## src/rtl/core/rcidr_pkg.sv

```systemverilog
// shared types, step codes and microcode table for the range to cidr splitter
package rcidr_pkg;

  typedef logic [1:0] step_t;

  localparam step_t STEP_IDLE = 2'd0;
  localparam step_t STEP_REM  = 2'd1;
  localparam step_t STEP_SIZE = 2'd2;
  localparam step_t STEP_EMIT = 2'd3;

  typedef enum logic [1:0] {
    WAIT_NONE,
    WAIT_IN,
    WAIT_OUT
  } wait_t;

  typedef enum logic [1:0] {
    BR_NONE,
    BR_ERR,
    BR_MORE
  } branch_t;

  typedef struct packed {
    logic    take_in;
    logic    calc_rem;
    logic    calc_size;
    logic    emit;
    wait_t   hold;
    branch_t br;
    step_t   target;
  } uc_word_t;

  // a held step stays put; otherwise a branch taken goes to target, else the step counter advances (wraps)
  function automatic uc_word_t uc_rom(input step_t step);
    uc_word_t w;
    w = '0;
    unique case (step)
      STEP_IDLE: begin
        w.take_in = 1'b1;
        w.hold    = WAIT_IN;
        w.br      = BR_ERR;
        w.target  = STEP_EMIT;
      end
      STEP_REM: begin
        w.calc_rem = 1'b1;
        w.hold     = WAIT_NONE;
        w.br       = BR_NONE;
        w.target   = STEP_IDLE;
      end
      STEP_SIZE: begin
        w.calc_size = 1'b1;
        w.hold      = WAIT_NONE;
        w.br        = BR_NONE;
        w.target    = STEP_IDLE;
      end
      STEP_EMIT: begin
        w.emit   = 1'b1;
        w.hold   = WAIT_OUT;
        w.br     = BR_MORE;
        w.target = STEP_REM;
      end
      default: w = '0;
    endcase
    return w;
  endfunction

endpackage

```

## src/rtl/core/rcidr_if.sv

```systemverilog
// item channels: address ranges in, cidr blocks out
interface rcidr_range_if;
  logic        valid;
  logic        ready;
  logic [31:0] range_first;
  logic [31:0] range_last;

  modport source (output valid, output range_first, output range_last, input ready);
  modport sink (input valid, input range_first, input range_last, output ready);
endinterface

interface rcidr_block_if;
  logic        valid;
  logic        ready;
  logic [31:0] block_address;
  logic [5:0]  prefix_length;
  logic        final_block;
  logic        range_error;

  modport source (
    output valid, output block_address, output prefix_length,
    output final_block, output range_error, input ready
  );
  modport sink (
    input valid, input block_address, input prefix_length,
    input final_block, input range_error, output ready
  );
endinterface

```

## src/rtl/core/rcidr_size.sv

```systemverilog
// largest aligned block at the cursor that fits the remaining count
module rcidr_size #(
  parameter int ADDRESS_BITS = 32
) (
  input  logic [ADDRESS_BITS-1:0] cur,
  input  logic [ADDRESS_BITS:0]   rem,
  output logic [ADDRESS_BITS:0]   size,
  output logic [5:0]              size_log2,
  output logic                    last_one
);

  localparam int SmearSteps = $clog2(ADDRESS_BITS + 1);

  logic [ADDRESS_BITS:0] smear;
  logic [ADDRESS_BITS:0] lim;
  logic [ADDRESS_BITS:0] low;

  // highest power of two not above rem
  always_comb begin
    smear = rem;
    for (int i = 0; i < SmearSteps; i++) begin
      smear = smear | (smear >> (1 << i));
    end
    lim = smear ^ (smear >> 1);
  end

  // alignment of the cursor; zero is aligned to the whole space
  always_comb begin
    if (cur == '0) begin
      low = {1'b1, {ADDRESS_BITS{1'b0}}};
    end else begin
      low = {1'b0, cur & (~cur + 1'b1)};
    end
  end

  assign size = (low < lim) ? low : lim;

  always_comb begin
    size_log2 = '0;
    for (int i = 0; i <= ADDRESS_BITS; i++) begin
      if (size[i]) begin
        size_log2 = size_log2 | 6'(i);
      end
    end
  end

  assign last_one = (size == rem);

endmodule

```

## src/rtl/core/ipv4_range_to_cidr_blocks.sv

```systemverilog
// top level: splits an address range into its minimal list of cidr blocks
//
// ranges: takes one item holding range_first and range_last (inclusive);
//   only the low ADDRESS_BITS bits of each are used.
// blocks: gives one item per cidr block in ascending address order, with
//   block_address, prefix_length and final_block set on the last one.
//   a range whose first address is above its last gives a single item
//   with range_error set and every other field zero.
// control is a four-step microcode table walked by a step counter:
//   idle/load, remaining count, block size, emit. each block passes
//   through the remaining count, size search and emit steps, and a range
//   needs at most 62 blocks at 32 address bits; an error range goes from
//   idle straight to emit and back to idle. the first block is loaded into
//   the output register in the emit step, after the remaining count and size steps.
// one range is worked at a time; ranges.ready is high only in the idle step.
// the emit step holds while the output register is full and not taken,
//   so a stalled receiver simply freezes the sequence; nothing is dropped.
// rst is synchronous: the step counter returns to idle and the output
//   register is emptied.
module ipv4_range_to_cidr_blocks
  import rcidr_pkg::*;
#(
  parameter int ADDRESS_BITS = 32
) (
  input  logic                 clk,
  input  logic                 rst,
  rcidr_range_if.sink          ranges,
  rcidr_block_if.source        blocks
);

  // sequencer state
  step_t    step;
  step_t    step_next;
  uc_word_t uc;

  // datapath registers
  logic [ADDRESS_BITS-1:0] cursor;
  logic [ADDRESS_BITS-1:0] last;
  logic [ADDRESS_BITS:0]   rem;
  logic [ADDRESS_BITS:0]   size;
  logic [5:0]              size_log2;
  logic                    fin;
  logic                    err;

  // size unit outputs
  logic [ADDRESS_BITS:0] size_c;
  logic [5:0]            size_log2_c;
  logic                  fin_c;

  // output register
  logic        out_valid;
  logic [31:0] out_address;
  logic [5:0]  out_prefix;
  logic        out_final;
  logic        out_error;

  logic [ADDRESS_BITS-1:0] first_in;
  logic [ADDRESS_BITS-1:0] last_in;
  logic                    accept;
  logic                    slot_free;
  logic                    stall;
  logic                    taken;

  assign uc = uc_rom(step);

  assign first_in  = ranges.range_first[ADDRESS_BITS-1:0];
  assign last_in   = ranges.range_last[ADDRESS_BITS-1:0];
  assign ranges.ready = uc.take_in;
  assign accept    = ranges.valid && uc.take_in;
  assign slot_free = !out_valid || blocks.ready;

  // hold the current step until its wait condition clears
  always_comb begin
    unique case (uc.hold)
      WAIT_IN:  stall = !accept;
      WAIT_OUT: stall = !slot_free;
      default:  stall = 1'b0;
    endcase
  end

  always_comb begin
    unique case (uc.br)
      BR_ERR:  taken = (first_in > last_in);
      BR_MORE: taken = !(fin || err);
      default: taken = 1'b0;
    endcase
    if (stall) begin
      step_next = step;
    end else if (taken) begin
      step_next = uc.target;
    end else begin
      step_next = step + 2'd1;
    end
  end

  rcidr_size #(
    .ADDRESS_BITS(ADDRESS_BITS)
  ) u_size (
    .cur       (cursor),
    .rem       (rem),
    .size      (size_c),
    .size_log2 (size_log2_c),
    .last_one  (fin_c)
  );

  always_ff @(posedge clk) begin
    if (rst) begin
      step      <= STEP_IDLE;
      out_valid <= 1'b0;
      err       <= 1'b0;
    end else begin
      step <= step_next;

      if (accept) begin
        cursor <= first_in;
        last   <= last_in;
        err    <= (first_in > last_in);
      end

      // count of addresses still to cover, one bit wider for the full space
      if (uc.calc_rem) begin
        rem <= {1'b0, last} - {1'b0, cursor} + 1'b1;
      end

      if (uc.calc_size) begin
        size      <= size_c;
        size_log2 <= size_log2_c;
        fin       <= fin_c;
      end

      if (uc.emit && slot_free) begin
        out_valid <= 1'b1;
        if (err) begin
          out_address <= '0;
          out_prefix  <= '0;
          out_final   <= 1'b0;
          out_error   <= 1'b1;
        end else begin
          out_address <= 32'(cursor);
          out_prefix  <= 6'(ADDRESS_BITS) - size_log2;
          out_final   <= fin;
          out_error   <= 1'b0;
        end
        cursor <= cursor + size[ADDRESS_BITS-1:0];
      end else if (blocks.ready) begin
        out_valid <= 1'b0;
      end
    end
  end

  assign blocks.valid         = out_valid;
  assign blocks.block_address = out_address;
  assign blocks.prefix_length = out_prefix;
  assign blocks.final_block   = out_final;
  assign blocks.range_error   = out_error;

`ifndef ASSERT_OFF
  // an error item carries nothing but the error flag
  assert property (@(posedge clk) disable iff (rst)
    blocks.valid && blocks.range_error |->
      blocks.block_address == '0 && blocks.prefix_length == '0 && !blocks.final_block)
    else $error("error item with nonzero fields");

  // prefix never exceeds the address width
  assert property (@(posedge clk) disable iff (rst)
    blocks.valid |-> blocks.prefix_length <= 6'(ADDRESS_BITS))
    else $error("prefix length out of range");

  // an inverted range goes straight to the emit step
  assert property (@(posedge clk) disable iff (rst)
    accept && (first_in > last_in) |=> step == STEP_EMIT)
    else $error("inverted range not sent to emit");

  // a block is loaded only after its size was computed for the current cursor
  assert property (@(posedge clk) disable iff (rst)
    uc.emit && slot_free && !err |-> $past(step) == STEP_SIZE || $past(step) == STEP_EMIT)
    else $error("emit without size step");
`endif

endmodule
```

## src/flat_wrapper.sv

```systemverilog
// flat-port wrapper written by rule: the top's interface ports become plain ports
module ipv4_range_to_cidr_blocks_flat import rcidr_pkg::*;
#(
  parameter int ADDRESS_BITS = 32
)
  (clk, rst, ranges_valid, ranges_range_first, ranges_range_last, ranges_ready, blocks_valid, blocks_block_address, blocks_prefix_length, blocks_final_block, blocks_range_error, blocks_ready);
  rcidr_range_if ranges_i ();
  rcidr_block_if blocks_i ();
  input  logic clk;
  input  logic rst;
  input wire logic [$bits(ranges_i.valid)-1:0] ranges_valid;
  input wire logic [$bits(ranges_i.range_first)-1:0] ranges_range_first;
  input wire logic [$bits(ranges_i.range_last)-1:0] ranges_range_last;
  output wire logic [$bits(ranges_i.ready)-1:0] ranges_ready;
  output wire logic [$bits(blocks_i.valid)-1:0] blocks_valid;
  output wire logic [$bits(blocks_i.block_address)-1:0] blocks_block_address;
  output wire logic [$bits(blocks_i.prefix_length)-1:0] blocks_prefix_length;
  output wire logic [$bits(blocks_i.final_block)-1:0] blocks_final_block;
  output wire logic [$bits(blocks_i.range_error)-1:0] blocks_range_error;
  input wire logic [$bits(blocks_i.ready)-1:0] blocks_ready;
  assign ranges_i.valid = ranges_valid;
  assign ranges_i.range_first = ranges_range_first;
  assign ranges_i.range_last = ranges_range_last;
  assign ranges_ready = ranges_i.ready;
  assign blocks_valid = blocks_i.valid;
  assign blocks_block_address = blocks_i.block_address;
  assign blocks_prefix_length = blocks_i.prefix_length;
  assign blocks_final_block = blocks_i.final_block;
  assign blocks_range_error = blocks_i.range_error;
  assign blocks_i.ready = blocks_ready;
  ipv4_range_to_cidr_blocks #(.ADDRESS_BITS(ADDRESS_BITS)) u_core (.clk(clk), .rst(rst), .ranges(ranges_i), .blocks(blocks_i));
endmodule
```

## config.mk

```make
export PLATFORM = sky130hd
export DESIGN_NAME = ipv4_range_to_cidr_blocks_flat
export DESIGN_NICKNAME = d
export VERILOG_FILES = /design/src/rtl/core/rcidr_pkg.sv /design/src/rtl/core/rcidr_if.sv /design/src/rtl/core/rcidr_size.sv /design/src/rtl/core/ipv4_range_to_cidr_blocks.sv /design/src/flat_wrapper.sv
export SDC_FILE = /design/constraint.sdc
export NUM_CORES = 1
export LEC_CHECK = 0
export BUFFER_PORTS_ARGS = -buffer_cell sky130_fd_sc_hd__buf_2
export CAP_MARGIN = 20
export CORE_MARGIN = 2
export CORE_UTILIZATION = 46
export DETAILED_ROUTE_END_ITERATION = 8
export PLACE_DENSITY = 0.75
export RECOVER_POWER = 50
export SYNTH_ARGS = -nofsm -noshare
export SYNTH_HDL_FRONTEND = slang
export SYNTH_SLANG_ARGS = --single-unit
```

## constraint.sdc

```tcl
create_clock -name clk -period 8.7 [get_ports clk]
set_input_delay 1.74 -clock clk [delete_from_list [all_inputs] [get_ports clk]]
set_output_delay 1.74 -clock clk [all_outputs]
set_load 0.01 [all_outputs]
```

==> flow_summary.toml <==
[yosys]
syn_nets = 1597
synthSimpleGateAreaFrac = 0.1797
ys_seq_area_frac = 0.4094
synth_edf_count = 176
synth_top_family_by_area = "simple AND/OR/NAND/NOR gates"
synthArstFlopShare = 0
yosys-mux-area-fraction = 0.007255
yosysUniqueCellTypes = 72
synthFlopType = "edfxtp_1"
yosys.area.top_type_share = 0.4032
synth-adder-area-share = 0.1604
synth_xor_area_frac = 0.04611
postSynthCellCount = 1363
ys_ff_latch = 180
synth_compound_area_frac = 0.1528
yosysWarnings = 0
synth_area_leaders = "edfxtp_1, ha_1, o21ai_0, nand2_1, nor2_1"
synth.largest_area_cell = "edfxtp_1"
syn_area_sq_um = 13110
synth_area_per_cell_sq_um = 9.616

[finish]
finalNetCount = 1700
diodes = 0
drive_gt1_frac = 0.09263
utilization = 0.5226
layout_commonest_cell = "edfxtp_1"
area_growth_pct = 11.38
layout_common_cells = "edfxtp_1, ha_1, nand2_1"

[clock_tree]
clock-sinks = 180
clk_transition_reported_paths_ns = 0.07
clock_path_buffers = 2
cts_max_level = 4
postCtsSetupRepairBufs = 0
ctsHoldBuffers = 0
worst_skew_pair.late_latency_ns = 0.46
cts_buffers = 17
cts_tree = "yes"
cts_resized = 0
ctsRootBufferMaster = "clkbuf_16"

[routing]
vias_per_cell = 5.901
wire_per_inst_um = 20.83
num_vias = 10960
route.final.wire_length_um = 38680
drtPass1Iterations = 6
drt_iter0_drc = 1101
route.detailed.drc = 0
ant_nets = 0

[global_routing]
grt_pass1_wl_um = 60710
met2_usage = 0.4127
grt_most_used_layer = "met2"
gr-total-overflow = 0
grtUsageMet1 = 0.3678
grt.total_usage = 0.2602
antenna_found_initial = 0
grt_max_degree = 68
grt_pass1_vias = 10910
met3_usage = 0.04046

[sta]
finalCritPeriodShare = 0.7765
skew_ns = 0.02110
final-max-slew-violation-count = 92
setup_tns_ns = 0
maxSlewHeadroom = -0.7932
rsz0062_at_grt = "false"
hold_violations = 0
hold_ws_ns = 0.5610
worst_slew_pin_slew_ns = 2.690
fmax_mhz = 148.0
finalSetupViolCount = 0
min_period_ns = 6.755

[power_and_ir_drop]
power.density_nw_per_um2 = 230.9
p_leak_uw = 0.006298
ir_drop_v = 0.0001800

[floorplanning]
die_y_um = 172.8
design.core.area_sq_um = 27930
dieArea_sq_um = 29860
rows = 61
initial_core_util = 0.4692
io_pins = 110
die_w_um = 172.8

[min_path]
hold_path_class = "reg2reg"
hp-start = "u_core.last[0]"

[worst_setup_path]
crit_path_max_fanout = 29
startpoint_type = "flip-flop"
critPathLaunch = "u_core.cursor[4]"
critical_path_class = "reg2reg"
end_kind = "flip-flop"
cp.required_ns = 8.98
cp.arrival_ns = 7.03
r2r-start = "u_core.cursor[4]"

[flow_run]
maxCapViolCount = 3

[outcome]
violations = "max-capacitance violations, max-slew violations"
outcome = "finished with violations"

[placement]
dp_hpwl_um = 29930
portBuffers = 109
gp_congestion = 0.9801
metrics by stage:
stage                     std cells  setup slack [ns]  instance area [sq um]  power, uW
after floorplan                1363             3.366                  13110       2194
after global placement         1824             2.225                  14090       2552
after detailed placement       1824             2.078                  14090       2582
after CTS                      1856             2.038                  14660       3369
after global routing           1857             1.495                  14600       3570
final                          1857             1.945                  14600       3370
area by class of cell:
cell class | instances | area, sq um
Inverter | 116 | 435.4
Timing Repair Buffer | 119 | 556.8
Tap cell | 378 | 473.0
Sequential cell | 180 | 5365
Clock buffer | 19 | 442.9
Multi-Input combinational cell | 1032 | 7198
Clock inverter | 13 | 126.4
Fill cell | 2597 | 13340
state kept, by name (all words and copies together), names as in the netlist:
name / flops
u_core.err: 1
u_core.step: 2
u_core.blocks.valid: 1
u_core.fin: 1
u_core.size: 32
u_core.blocks.final_block: 1
u_core.rem: 33
u_core.size_log2: 6
u_core.last: 32
u_core.blocks.block_address: 32
u_core.blocks.prefix_length: 6
u_core.cursor: 32
u_core.blocks.range_error: 1
synth_stat cells (10+ instances only):
cell,instances
edfxtp_1,176
ha_1,164
nand2_1,121
nor2_1,118
inv_1,116
o21ai_0,107
a21oi_1,67
a21o_1,47
nand3_1,42
xnor2_1,41
nand4_1,34
xor2_1,28
nor3_1,26
clkbuf_1,23
nor2b_1,20
nor4_1,19
or3_1,16
and3_1,14
nand2b_1,12
or4_1,12
a31oi_1,11
o21bai_1,10
kinds of logic (layout without fill, tap and decap cells):
logic type	Yosys count	count (layout)
compound gates	318	318
simple gates	469	469
xor+xnor	69	69
buf+inv	151	267
flops	180	180
fa+ha+maj	167	167
mux	9	9
worst paths after layout:
| check | endpoint | slack [ns] | cells past startpoint |
|---|---|---|---|
| worst min register to register | u_core.rem[0] | 0.56 | 1 |
| worst max register to register | u_core.fin | 1.94 | 19 |
| worst max-delay path | u_core.fin | 1.94 | 19 |
| worst min-delay path | u_core.rem[0] | 0.56 | 1 |
metal layers:
metal | share of wire | wire length [um]
met1 | 0.46 | 17650
met2 | 0.45 | 17480
met3 | 0.069 | 2669
met4 | 0.023 | 888
met5 | 0 | 0
power by group:
part	switching, uW	internal (uW)
logic	783	482
registers	144	1180
clock network	374	406
critical path, cell delays in order, from the launching register on:
cell	delay, ns
edfxtp_1	0.43
or4_1	0.68
or4_1	0.71
nor4b_1	0.96
and2_1	0.31
nand3_1	0.22
inv_1	0.14
ha_1	0.25
nand4_1	0.14
or3_1	0.18
o32ai_1	0.10
nor2_1	0.14
buf_4	0.26
a21boi_4	0.49
buf_4	0.39
nand2_1	0.11
and3_1	0.17
or4_1	0.53
nor4_1	0.16
nor4b_2	0.21
No activity file was read; power rests on OpenSTA's default activity.
